## src/rtl/core/assert_macros.svh

```systemverilog
// Assertion macros shared by the RTL.
// No dependencies; the SYNTH define selects empty bodies.
`ifndef ASSERT_MACROS_SVH
`define ASSERT_MACROS_SVH
`ifndef SYNTH
`define ASSERT_IMPL(lbl, clk, rstn, prop) \
  lbl: assert property (@(posedge clk) disable iff (!rstn) prop) else $error("assertion failed");
`define ASSERT_NEVER(lbl, clk, rstn, expr) \
  lbl: assert property (@(posedge clk) disable iff (!rstn) !(expr)) else $error("never violated");
`else
`define ASSERT_IMPL(lbl, clk, rstn, prop)
`define ASSERT_NEVER(lbl, clk, rstn, expr)
`endif
`endif

```

## src/rtl/core/fmsd_pkg.sv

```systemverilog
// Package for the feature mean / sigma unit: types and constants.
// No dependencies.
package fmsd_pkg;
  localparam int unsigned Features   = 8;
  localparam int unsigned Slots      = 8;
  localparam int unsigned Active     = (Features < Slots) ? Features : Slots;
  localparam int unsigned MaxVectors = 128;
  localparam int unsigned SumW       = 32;
  localparam int unsigned SqW        = 54;
  localparam int unsigned CntW       = 11;
  localparam logic [22:0] SigmaOne   = 23'd4096;
  localparam logic [22:0] SigmaMax   = 23'h7FFFFF;
  localparam logic [48:0] VarFloor   = 49'd16;

  typedef enum logic {
    CMD_ACCUM  = 1'b0,
    CMD_FINISH = 1'b1
  } cmd_e;

  typedef enum logic [2:0] {
    PH_IDLE,
    PH_ACC,
    PH_DIVS,
    PH_DIVQ,
    PH_SQRT,
    PH_EMIT
  } phase_e;

  typedef struct packed {
    logic               command;
    logic [2:0]         feature_index;
    logic signed [23:0] value;
    logic               vector_end;
  } in_item_t;

  typedef struct packed {
    logic [2:0]         feature_out;
    logic signed [23:0] mean;
    logic [22:0]        sigma;
    logic               updated;
    logic               last;
  } out_item_t;

  // Cell contents that travel around the ring.
  typedef struct packed {
    logic [SumW-1:0]    sum;
    logic [SqW-1:0]     sq;
    logic signed [23:0] mean;
    logic [22:0]        sigma;
  } cell_t;

  // Control from the sequencer to every cell.
  typedef struct packed {
    logic              acc;
    logic [2:0]        idx;
    logic signed [47:0] sq_val;
    logic signed [23:0] val;
    logic              shift;
  } cell_ctl_t;
endpackage

```

## src/rtl/core/fmsd_cell.sv

```systemverilog
// One feature cell of the ring: holds sum, sum of squares and last stats.
// Depends on fmsd_pkg.
module fmsd_cell (
  input  logic               clk_i,
  input  logic               rst_ni,
  input  logic [2:0]         my_idx_i,
  input  fmsd_pkg::cell_ctl_t ctl_i,
  input  fmsd_pkg::cell_t    prev_i,
  output fmsd_pkg::cell_t    cell_o
);
  fmsd_pkg::cell_t cell_q, cell_d;

  always_comb begin
    cell_d = cell_q;
    if (ctl_i.shift) begin
      cell_d = prev_i;
    end else if (ctl_i.acc && (ctl_i.idx == my_idx_i)) begin
      cell_d.sum = cell_q.sum + {{(fmsd_pkg::SumW-24){ctl_i.val[23]}}, ctl_i.val};
      cell_d.sq  = cell_q.sq + {6'd0, ctl_i.sq_val};
    end
  end

  always_ff @(posedge clk_i or negedge rst_ni) begin
    if (!rst_ni) begin
      cell_q <= '0;
    end else begin
      cell_q <= cell_d;
    end
  end

  assign cell_o = cell_q;
endmodule

```

## config.mk

```make
export PLATFORM = sky130hd
export DESIGN_NAME = fmsd_cell
export DESIGN_NICKNAME = d
export VERILOG_FILES = /design/src/rtl/core/assert_macros.svh /design/src/rtl/core/fmsd_pkg.sv /design/src/rtl/core/fmsd_cell.sv
export SDC_FILE = /design/constraint.sdc
export NUM_CORES = 1
export LEC_CHECK = 0
export BUFFER_PORTS_ARGS = -buffer_cell sky130_fd_sc_hd__clkbuf_2
export CELL_PAD_IN_SITES_DETAIL_PLACEMENT = 1
export CELL_PAD_IN_SITES_GLOBAL_PLACEMENT = 1
export CORE_MARGIN = 2
export CORE_UTILIZATION = 34
export DETAILED_ROUTE_END_ITERATION = 8
export GPL_TIMING_DRIVEN = 0
export PLACE_DENSITY = 0.77
export SYNTH_ARGS = -nofsm -noshare
export SYNTH_HDL_FRONTEND = slang
export SYNTH_SLANG_ARGS = --single-unit
```

## constraint.sdc

```tcl
create_clock -name clk_i -period 3.5 [get_ports clk_i]
set_clock_uncertainty 0.15 [all_clocks]
set_input_delay 0.175 -clock clk_i [delete_from_list [all_inputs] [get_ports clk_i]]
set_output_delay 0.175 -clock clk_i [all_outputs]
set_load 0.03 [all_outputs]
```

# Word level (Yosys, flattened, before mapping)
# Cells that the tools add are included.
op_classes:
  add_sub_neg: 2
  n_mul: 0
  div_mod_pow: 0
  n_lt_le_gt_ge: 0
  n_eq_ne: 1
  shifts: 0
  muxes: 2
  bitwise: 0
  reduce_logical: 2
ops:
  columns: ["cell", "n"]
  rows:
  - ["$mux W86", 2]
  - ["$add A54 B48 Y54", 1]
  - ["$add A32 B32 Y32", 1]
  - ["$eq A3 B3 Y1", 1]
  - ["$reduce_bool A2 Y1", 1]
  - ["$logic_and A1 B1 Y1", 1]
word_totals:
  register_bits: 133
  latchBits: 0
  ramBits: 0
  romBits: 0
  n_memories: 0

# Longest topological paths before layout
logic_depth:
  depth_word: 4
  ltp_mapped: 13
  mapped_depth_nobuf: 13

# Least setup slack after synthesis
# OpenSTA, ideal clock, no wires.
synth_path:
  path_type: "register to register"
  startpoint: "register cell_q (netlist bit cell_o[47])"
  endpoint: "register cell_q (netlist bit cell_o[89])"
  setup_ns: 0.126
  t_arrival_ns: 3.391
  required_ns: 3.224
  path_slack_ns: -0.167
  stages_incl_launch_ff: 14
  n_path_buf: 0
  synth_period_minus_slack_ns: 3.667
  cell_sequence: "dfrtp_1 > ha_1 > inv_1 > fa_1 > nand2b_1 > a211o_1 > a211oi_1 > a2111oi_0 > o21bai_1 > a41oi_2 > o41ai_2 > a21boi_1 > xnor2_1 > a221o_1"
synth_via:
  elab_chain_cells: 3
synth_lines:
  columns: ["item", "line", "rtl"]
  rows:
  - ["start, declared", "fmsd_cell.sv:11", "fmsd_pkg::cell_t cell_q, cell_d;"]
  - ["start signal, assigned", "fmsd_cell.sv:27", "cell_q <= cell_d;"]
  - ["$add A54 B48 Y54", "fmsd_cell.sv:19", "cell_d.sq = cell_q.sq + {6'd0, ctl_i.sq_val};"]
  - ["$mux W86", "fmsd_cell.sv:17", "end else if (ctl_i.acc && (ctl_i.idx == my_idx_i)) begin"]
  - ["$mux W86", "fmsd_cell.sv:15", "if (ctl_i.shift) begin"]
# No other way between the ends. The select of a mux whose other input is x is not followed.
# A chain may end at the register's enable or synchronous reset.

# Final worst setup path
# Ends and elaborated chain as after synthesis.

==> run_results.csv <==
group,metric,value,unit
floorplanning,row_count,62,
floorplanning,initial_utilization,34.6,%
logic_synthesis,avgSynthCellArea,8.78,µm²
finish,layout.cells.non_filler,2047,
floorplanning,core,28700,µm²
critical_path,worst_setup_path_end_kind,"register",
power_and_ir_drop,p_int,3.92,mW
placed_design,post-place-ws,-0.546,ns
power_and_ir_drop,ir_drop,249,µV
grt,grt_first_pass_wirelength,68100,µm
finish,syn2layout_area_growth,46.6,%
logic_synthesis,synthCells,1130,
floorplanning,io_pins,348,
finish,num-nets-final,1941,
sta,rsz0062_at_grt,"yes",
sta,hold_violations,0,
drt,viasPerCell,5.45,
power_and_ir_drop,combPwrFrac,42.3,%
sta,min_period_over_period,99.5,%
logic_synthesis,async_reset_ff_share,100,%
sta,fin_crit,3.48,ns
placed_design,place_congestion,0.902,
run,maxCapViolations,0,
finish,final_core_util,50.7,%
floorplanning,die_x,175,µm
critical_path,cp_max_fo,3,
critical_path,crit_type,"reg2reg",
power_and_ir_drop,power.switching,2.64,mW
critical_path,crit_start,"cell_o[47]",
logic_synthesis,synth_top_area_cell,"dfrtp_1",
logic_synthesis,synth_top_flop_cell,"dfrtp_1",
sta,relSlewSlack,20.2,%
power_and_ir_drop,pwr-share-seq,28.4,%
clock_tree,cts_tree,"yes",
power_and_ir_drop,cellLeakagePower,6.98,nW
critical_path,worstPathArrival,3.64,ns
sta,setup_viol,0,
power_and_ir_drop,power_density,451,nW/µm²
critical_path,required,3.66,ns
logic_synthesis,ys_ff_latch,133,
grt,grt_max_degree,72,
critical_path,crit_path_start_kind,"register",
drt,vias,11200,
hold_path,hp-start,"ctl_i[1]",
logic_synthesis,ys_seq_area_share,33.5,%
logic_synthesis,synth_top_area_share,33.5,%
logic_synthesis,yosys-top-cells-area,"dfrtp_1 34%, ha_1 10%, mux2_2 6.6%",
placed_design,dp.cells,1861,
drt,routed.top_layer,"met5",
sta,tightestPinTransition,1.20,ns
logic_synthesis,synth_cell_types,73,
logic_synthesis,yosys_warnings,0,
grt,first_global_vias,12300,
drt,drt_wl_total,44700,µm
drt,wl_per_cell,21.8,µm
logic_synthesis,yosysMostFrequentCell,"dfrtp_1",
grt,grt_util_all_layers,28.4,%
logic_synthesis,synth_common_cells,"133 x dfrtp_1, 123 x nand2_1, 119 x a21oi_1, 111 x o21ai_0, 81 x nor2_1",
finish,largest_reg_flops,133,
drt,wl_met1,18400,µm
sta,worst_slack,0.0187,ns
drt,drt_drc_violations_left,0,
critical_path,reg2reg_from,"cell_o[47]",
sta,clock.fmax,287,MHz
drt,drtIter0Drc,608,
logic_synthesis,synth-edff-count,0,
floorplanning,die-area,30600,µm²
logic_synthesis,synth_nets,1426,
drt,drt_pre_antenna_iters,5,
clock_tree,clk_pin_slew,0.07,ns
clock_tree,clk_latency,0.43,ns
power_and_ir_drop,clockPowerShare,29.3,%
clock_tree,htreeDepth,4,
clock_tree,cts.path.max_buffers,2,
floorplanning,die_h,175,µm
grt,grt_antenna_before_repair,7,
power_and_ir_drop,netSwitchingFraction,40.3,%
clock_tree,cts_buffers,17,
logic_synthesis,syn_area,9930,µm²
placed_design,port_buffers,346,
placed_design,dp_hpwl,30600,µm
clock_tree,clock-sinks,133,
finish,final_layout_size_suffix_gt1_share,31.2,%
grt,overflow,0,
drt,ant_nets,0,
status,status,"finished, final reports clean",
drt,met2_length,22600,µm
clock_tree,cts_root_buf,"clkbuf_16",
hold_path,holdCritPathClass,"in2reg",
drt,wl_met3,2200,µm
sta,slew_viol_final,0,
==> final timing paths <==
kind                               end  slack (ns)  cells past startpoint
max in group asynchronous  cell_o[114]        2.20                      3
hold / removal             cell_o[101]        0.04                      4
setup / recovery            cell_o[89]        0.02                     13
setup reg to reg            cell_o[89]        0.02                     13
hold reg to reg             cell_o[41]        0.36                      1
min in group asynchronous   cell_o[41]        0.15                      2
==> critical path: stages (launching register included) <==
cell and delay, ns:
dfrtp_2 0.38, ha_4 0.14, inv_2 0.04, fa_2 0.33, nand2b_4 0.15, a211o_1 0.31
a211oi_4 0.35, a2111oi_4 0.15, o21bai_2 0.23, a41oi_2 0.22, o41ai_4 0.32, a21boi_2 0.12
xnor2_1 0.14, a221o_1 0.33
==> cells in the final DEF, fill, tap and decap left out, types with 6 or more instances in the layout <==
cell type	instances
ha_4	9
a211o_1	7
mux2i_1	9
clkbuf_1	42
buf_1	6
nand3_1	14
a21o_1	52
dfrtp_1	132
xor2_1	34
mux2_2	58
a31oi_1	12
a21oi_1	117
o21a_1	8
nor3_1	16
o21bai_1	6
o31a_1	8
and2_1	7
nor2_1	79
nand2_1	123
clkbuf_16	17
clkbuf_2	345
o21ai_0	106
nor3b_1	16
dlygate4sd3_1	134
buf_4	23
xnor2_1	40
inv_1	18
o21ai_1	7
nand2b_1	10
nand4_1	14
ha_1	66
==> stage by stage <==
step,TNS (ns),power (mW),area [µm²],hold slack [ns]
after global placement,-43.42,4.22,12100,0.236
final,0,6.56,14600,0.0442
after floorplan,0,3.52,9930,-0.271
after global routing,-0.425,6.88,14600,0.0785
after CTS,-0.340,6.39,14300,0.0323
after detailed placement,-2.34,4.29,12200,0.0695
==> cell type report <==
class / instances / area, µm²
Sequential cell: 133 / 3330
Fill cell: 3433 / 14100
Clock buffer: 18 / 439
Buffer: 51 / 204
Multi-Input combinational cell: 918 / 6580
Clock inverter: 14 / 151
Antenna cell: 5 / 12.5
Tap cell: 384 / 480
Inverter: 20 / 75.1
Timing Repair Buffer: 504 / 3280
==> metal layers <==
metal	GRT usage, %	vias to the layer above
met4	10.4	4
li1	-	5134
met1	33.6	5532
met3	5.07	87
met2	51.4	404
met5	0	-
==> power groups by stage <==
stage	sequential, mW	combinational [mW]	clock [mW]
2_1_floorplan	2.18	1.34	0
3_3_place_gp	1.86	2.36	0
3_5_place_dp	1.87	2.42	0
4_1_cts	1.85	2.62	1.93
5_1_grt	1.88	3.00	2.00
6_report	1.86	2.77	1.92
==> cell families after synthesis <==
kind of cell | synth area share [%]
muxes | 7.49
adders and majority gates | 10.4
buffers and inverters | 3.09
xor gates and xnor gates | 6.53
AOI/OAI and AO/OA | 24.3
and+or+nand+nor | 14.7
DFF | 33.5
==> timing repair <==
action	CTS	global route
setup endpoints to repair	18	16
cloned	0	0
gates resized for setup	19	39
pin swaps	17	33
endpoints found under the hold margin	195	0
hold buffers	134	0
setup buffers	10	13
Note: power is estimated with default switching activity, not from simulation.
