**config.mk**
```make
export PLATFORM = sky130hd
export DESIGN_NAME = fmsd_divsqrt
export DESIGN_NICKNAME = d
export VERILOG_FILES = /design/src/rtl/core/assert_macros.svh /design/src/rtl/core/fmsd_divsqrt.sv
export SDC_FILE = /design/constraint.sdc
export NUM_CORES = 1
export LEC_CHECK = 0
export BUFFER_PORTS_ARGS = -buffer_cell sky130_fd_sc_hd__buf_4
export CAP_MARGIN = 20
export CORE_ASPECT_RATIO = 1.5
export CORE_MARGIN = 4
export CORE_UTILIZATION = 30
export CTS_BUF_LIST = sky130_fd_sc_hd__clkbuf_8
export CTS_CLUSTER_DIAMETER = 50
export DETAILED_ROUTE_END_ITERATION = 12
export HOLD_SLACK_MARGIN = 0.02
export PLACE_DENSITY = 0.46
export SETUP_SLACK_MARGIN = 0.5
export SYNTH_ARGS = -nofsm -noshare
export SYNTH_HDL_FRONTEND = slang
export SYNTH_SLANG_ARGS = --single-unit
```
**constraint.sdc**
```tcl
create_clock -name clk_i -period 6.3 [get_ports clk_i]
set_clock_uncertainty 0.15 [all_clocks]
set_input_delay 1.26 -clock clk_i [delete_from_list [all_inputs] [get_ports clk_i]]
set_output_delay 1.26 -clock clk_i [all_outputs]
set_load 0.02 [all_outputs]
```
**src/rtl/core/assert_macros.svh**
```systemverilog
// Assertion macros shared by the RTL.
// No dependencies; the SYNTH define selects empty bodies.
`ifndef ASSERT_MACROS_SVH
`define ASSERT_MACROS_SVH
`ifndef SYNTH
`define ASSERT_IMPL(lbl, clk, rstn, prop) \
  lbl: assert property (@(posedge clk) disable iff (!rstn) prop) else $error("assertion failed");
`define ASSERT_NEVER(lbl, clk, rstn, expr) \
  lbl: assert property (@(posedge clk) disable iff (!rstn) !(expr)) else $error("never violated");
`else
`define ASSERT_IMPL(lbl, clk, rstn, prop)
`define ASSERT_NEVER(lbl, clk, rstn, expr)
`endif
`endif

```
**src/rtl/core/fmsd_divsqrt.sv**
```systemverilog
// Shared bit-serial unit: restoring divide of 56-bit value by count,
// then 48-bit integer square root. No dependencies.
module fmsd_divsqrt (
  input  logic        clk_i,
  input  logic        rst_ni,
  input  logic        div_start_i,
  input  logic [55:0] dividend_i,
  input  logic [10:0] divisor_i,
  output logic        div_done_o,
  output logic [55:0] quot_o,
  input  logic        sqrt_start_i,
  input  logic [47:0] rad_i,
  output logic        sqrt_done_o,
  output logic [23:0] root_o
);
  logic [55:0] q_q, q_d;
  logic [11:0] r_q, r_d;
  logic [5:0]  dn_q, dn_d;
  logic        dbusy_q, dbusy_d;
  logic [47:0] x_q, x_d;
  logic [24:0] rt_q, rt_d;
  logic [4:0]  sn_q, sn_d;
  logic        sbusy_q, sbusy_d;
  logic [11:0] rs;
  logic [55:0] q_step;
  logic [11:0] r_step;
  logic [49:0] trial;
  logic [49:0] rem;

  always_comb begin
    q_d = q_q; r_d = r_q; dn_d = dn_q; dbusy_d = dbusy_q;
    div_done_o = 1'b0;
    rs = {r_q[10:0], q_q[55]};
    if (rs >= {1'b0, divisor_i}) begin
      r_step = rs - {1'b0, divisor_i};
      q_step = {q_q[54:0], 1'b1};
    end else begin
      r_step = rs;
      q_step = {q_q[54:0], 1'b0};
    end
    if (dbusy_q) begin
      q_d = q_step;
      r_d = r_step;
      if (dn_q == 6'd0) begin
        dbusy_d = 1'b0;
        div_done_o = 1'b1;
      end else begin
        dn_d = dn_q - 6'd1;
      end
    end
    // a new divide may load in the cycle the previous one finishes
    if (div_start_i) begin
      q_d = dividend_i; r_d = '0; dn_d = 6'd55; dbusy_d = 1'b1;
    end
  end
  assign quot_o = q_step;

  // Digit-by-digit root: rem holds partial remainder, rt the root so far.
  always_comb begin
    x_d = x_q; rt_d = rt_q; sn_d = sn_q; sbusy_d = sbusy_q;
    sqrt_done_o = 1'b0;
    trial = '0;
    rem = '0;
    if (sqrt_start_i) begin
      x_d = rad_i; rt_d = '0; sn_d = 5'd23; sbusy_d = 1'b1;
    end else if (sbusy_q) begin
      // x_q keeps remainder in low bits via shifted scheme
      rem   = {2'b00, x_q};
      trial = ({25'd0, rt_q} << 2 | 50'd1) << (2 * sn_q);
      if (rem >= trial) begin
        x_d  = x_q - trial[47:0];
        rt_d = {rt_q[23:0], 1'b1};
      end else begin
        rt_d = {rt_q[23:0], 1'b0};
      end
      if (sn_q == 5'd0) begin
        sbusy_d = 1'b0;
        sqrt_done_o = 1'b1;
      end else begin
        sn_d = sn_q - 5'd1;
      end
    end
  end
  assign root_o = rt_d[23:0];

  always_ff @(posedge clk_i or negedge rst_ni) begin
    if (!rst_ni) begin
      dbusy_q <= 1'b0;
      sbusy_q <= 1'b0;
      dn_q    <= '0;
      sn_q    <= '0;
    end else begin
      dbusy_q <= dbusy_d;
      sbusy_q <= sbusy_d;
      dn_q    <= dn_d;
      sn_q    <= sn_d;
    end
  end

  always_ff @(posedge clk_i) begin
    q_q  <= q_d;
    r_q  <= r_d;
    x_q  <= x_d;
    rt_q <= rt_d;
  end
endmodule

```
Word level (Yosys, flattened, before mapping)

Index checks and enable logic that the tools add are counted.

Input port bits: 119
Flip-flop bits (word level): 153
Word-level logic and storage cells: 53
Output and inout bits: 82

Add/sub/neg operators: 4
Order comparisons: 2
Shift-type cells: 1
Multiplexer cells: 27
Equality and inequality tests: 2
Reductions and logical operators: 8

Operators by type and width:

| kind                                                               | count |
|---|---|
| 48-bit two-way mux                                                 | 3 |
| 56-bit two-way mux                                                 | 2 |
| 48-bit by 50-bit >= comparator with 1-bit output                   | 1 |
| 27-bit by 6-bit << shifter with 50-bit output                      | 1 |
| 24-bit two-way mux                                                 | 2 |
| 48-bit subtractor                                                  | 1 |
| 6-bit two-way mux                                                  | 3 |
| 5-bit two-way mux                                                  | 3 |
| 1-bit two-way mux                                                  | 13 |
| 12-bit by 11-bit >= comparator with 1-bit output                   | 1 |
| 11-bit two-way mux                                                 | 1 |
| 11-bit subtractor                                                  | 1 |
| 6-bit zero test                                                    | 1 |
| 2-bit AND reduction                                                | 3 |
| 2-bit nonzero test                                                 | 3 |
| 6-bit by 1-bit subtractor with 6-bit output, second input constant | 1 |
| 5-bit zero test                                                    | 1 |
| 5-bit by 1-bit subtractor with 5-bit output, second input constant | 1 |
| 2-bit inequality test, second input constant                       | 2 |

Logic depth before layout (Yosys ltp)

Depth after elaboration: 5
Mapped depth: 22
Gate-level depth less buffers: 19

Worst setup path after synthesis

OpenSTA, ideal clock, no wires.

Path type: register -> output
From: register sn_q[0]
To: output port root_o[0]
Path buffers: 4
Path slack: 0.191 ns
Cell stages (with the launch flop): 21
Arrival time: 4.699 ns
Cells stage by stage: dfrtp_1 > clkbuf_1 > clkbuf_1 > buf_2 > a211oi_1 > a21oi_1 > nand2_1 > o21ai_0 > nor2_1 > or3_1 > ha_1 > clkbuf_1 > and3_1 > nand2_1 > or3_1 > o31ai_1 > a31oi_1 > a2bb2oi_1 > a311oi_1 > o211ai_1 > a21oi_1

Longest elaborated chain between the ends: 5

Ends and longest elaborated chain:

| element                                          | line               | RTL |
|---|---|---|
| from (decl)                                      | fmsd_divsqrt.sv:22 | `logic [4:0] sn_q, sn_d;` |
| from (signal assigned)                           | fmsd_divsqrt.sv:96 | `sn_q <= sn_d;` |
| 27-bit by 6-bit << shifter with 50-bit output    | fmsd_divsqrt.sv:69 | `trial = ({25'd0, rt_q} << 2 \| 50'd1) << (2 * sn_q);` |
| 48-bit by 50-bit >= comparator with 1-bit output | fmsd_divsqrt.sv:70 | `if (rem >= trial) begin` |
| 1-bit two-way mux                                | fmsd_divsqrt.sv:70 |  |
| 24-bit two-way mux                               | fmsd_divsqrt.sv:66 | `end else if (sbusy_q) begin` |
| 24-bit two-way mux                               | fmsd_divsqrt.sv:64 | `if (sqrt_start_i) begin` |
| to (decl)                                        | fmsd_divsqrt.sv:14 | `output logic [23:0] root_o` |

Every way passes these cells.

Final worst setup path

Ends and elaborated chain as after synthesis.

==> flow_summary.toml <==
[outcome]
status = "finished clean"

[logic_synthesis]
synth_cell_types = 73
synth_area_um2 = 11300
synth_edf_count = 104
async_reset_ff_frac = 0.08497
ys.flop_type = "edfxtp_1"
synth_seq_cells = 153
ys_seq_area_frac = 0.3691
syn-num-nets = 1422
synthCells = 1239
synth_largest_area_cell = "edfxtp_1"
yosysWarnings = 0
synth_top_area_share = 0.2765
syn_avg_cell_area_um2 = 9.117
synth_area_leaders = "edfxtp_1, mux2_2, ha_1"

[global_routing]
busiest_layer = "met2"
antenna_found_initial = 1
gr-usage-all-layers = 0.1747
grt.met1_usage = 0.1863
grt_max_degree = 68
grt_pass1_vias = 9799
grt_overflow = 0
grt_pass1_wl_um = 55650
met3_usage = 0.03007
grt_util_met2 = 0.3341

[critical_path]
critPathMaxFanout = 10
cp-startpoint = "sn_q[0]"
reg2reg_from = "sn_q[0]"
crit_arrival_ns = 4.55
worstSetupEndpointType = "output port"
criticalPathCategory = "reg2out"
critPathLaunchType = "register"
required_ns = 4.89

[timing]
slew_viol_final = 0
rsz0062_at_grt = "true"
setup_ws_ns = 0.3445
post-route-period-util = 0.9453
post-route-min-period_ns = 5.955
setup-tns-final_ns = 0
relSlewSlack = 0.4207
setup_viol = 0
final-hold-violation-count = 0
tightest_slew_ns = 0.8470
fmax_ghz = 0.1679

[clock_tree]
cts_buffers = 17
ctsHoldBuffers = 0
clk_pin_slew_ns = 0.08
clk_latency_ns = 0.49
root_buffer = "clkbuf_8"
cts.sinks = 153
htreeDepth = 4
clock_path_buffers = 2
cts_tree = "yes"

[power_and_ir_drop]
pwr-share-comb = 0.574
vdd_drop_max_mv = 0.1522
p_clk_frac = 0.135
p_per_area_nw_per_um2 = 378.4
p_leak_nw = 5.960
power_mw = 5.300
seqPwrFrac = 0.290
p_int_mw = 3.077
p_switching_mw = 2.224
swShare = 0.4196

[placed_design]
place_ws_ns = 0.3441
port_buffers = 200
dp_cells = 1842
routabilityCongestion = 0.8694
dpl.hpwl_um = 28660

[route]
drt_iter0_drc = 521
routedWlPerCell_um = 19.36
first_pass_iters = 4
drc = 0
vias = 9643
antenna_left = 0
viasPerCell = 5.067
routed_wl_um = 36830

[finish]
nNetsFinal = 1588
area_growth_pct = 23.99
drive_gt1_frac = 0.3110
finalCoreUtilization = 0.3784
finalNonFillerCells = 1903
fillers = 3864
final_cell_mix = "buf_4, nand2_1, edfxtp_1"
layout_commonest_cell = "buf_4"

[floorplanning]
core_area_um2 = 37020
die_w_um = 166.4
rows = 86
start_util = 0.3052
die_y_um = 245.7
io_pins = 201
dieArea_um2 = 40890

[worst_hold_path]
min_from = "r_q[10]"
hp-class = "reg2reg"

[flow_run]
maxCapViolCount = 0
critical path, stage by stage (launching register included):
cell and delay, ns:
dfrtp_2 0.44, buf_4 0.15, buf_12 0.14, mux2_2 0.25
nor2_1 0.06, a21oi_2 0.17, nand2_1 0.07, nand2_1 0.11
nor2_1 0.05, o31a_1 0.39, ha_2 0.42, nand2_1 0.07
or3_4 0.43, o31ai_4 0.19, a31oi_2 0.07, a2bb2oi_2 0.16
a311oi_2 0.30, o211ai_1 0.19, a21oi_2 0.24, buf_6 0.15
logic make-up (layout without fill, tap and decap cells):
kind of cell    after synthesis  in the layout  share of synthesized area
compound gates              314            314                     0.1782
other cells                   0              1                          0
fa+ha+maj                    64             64                    0.07156
mux                         125            125                     0.1231
buf+inv                     167            346                    0.07466
flops                       153            153                     0.3691
xor+xnor                     47             47                    0.03644
simple gates                369            369                     0.1470
final timing paths:
kind                                  end  slack (ns)  cells past startpoint
worst max-delay path            root_o[0]        0.34                     19
worst min-delay path              r_q[10]        0.34                      2
worst max register to register     x_q[0]        0.80                     25
worst min register to register    r_q[10]        0.34                      2
max in group asynchronous         sn_q[0]        5.34                      1
min in group asynchronous         dn_q[2]        0.47                      1
routing by layer:
layer  part of all wire  up-vias
met2               0.54      264
met3              0.040       58
met4              0.041        0
met1               0.38     4558
met5                  0        -
li1                   -     4763
stage by stage:
step / instance area, µm² / hold slack, ns
after floorplan: 11300 / 0.3050
after global placement: 13070 / 0.3337
after detailed placement: 13070 / 0.3357
after CTS: 13800 / 0.3476
after global routing: 14010 / 0.3787
final: 14010 / 0.3431
area by class of cell:
class | count | area (µm²) | share of cell area
antenna | 1 | 2.502 | 0.0001787
clock buffer | 18 | 247.7 | 0.01769
clock inverter | 14 | 111.4 | 0.007951
inverter | 49 | 187.7 | 0.01340
multi-input combinational | 919 | 6615 | 0.4723
tap | 484 | 605.6 | 0.04324
timing repair buffer | 265 | 2066 | 0.1475
sequential | 153 | 4170 | 0.2977
synth_stat cells, types with 22 or more instances:
cell type	count
a21o_1	40
a21oi_1	72
buf_4	55
clkbuf_1	48
dfxtp_1	36
edfxtp_1	104
ha_1	63
inv_1	46
mux2_2	71
mux2i_1	50
nand2_1	155
nor2_1	99
o21ai_0	76
xnor2_1	25
xor2_1	22
flip-flops by register name, indices dropped and copies added, names as in the netlist:
signal	count
dbusy_q	1
dn_q	6
q_q	56
r_q	11
rt_q	25
sbusy_q	1
sn_q	5
x_q	48
power by group through the flow:
stage	Sequential (mW)	Clock [mW]	Combinational [mW]
2_1_floorplan	1.51	0	2.08
3_3_place_gp	1.56	0	2.81
3_5_place_dp	1.55	0	2.79
4_1_cts	1.54	0.756	2.99
5_1_grt	1.57	0.792	3.36
6_report	1.54	0.717	3.04
repair_timing:
item / CTS / global route
gates resized for setup: 54 / 38
hold endpoints to repair: 0 / 0
setup buffers: 17 / 9
pin swaps: 15 / 19
endpoints found under the setup margin: 1 / 26
cloned: 1 / 1
(Power assumes the default switching activity.)
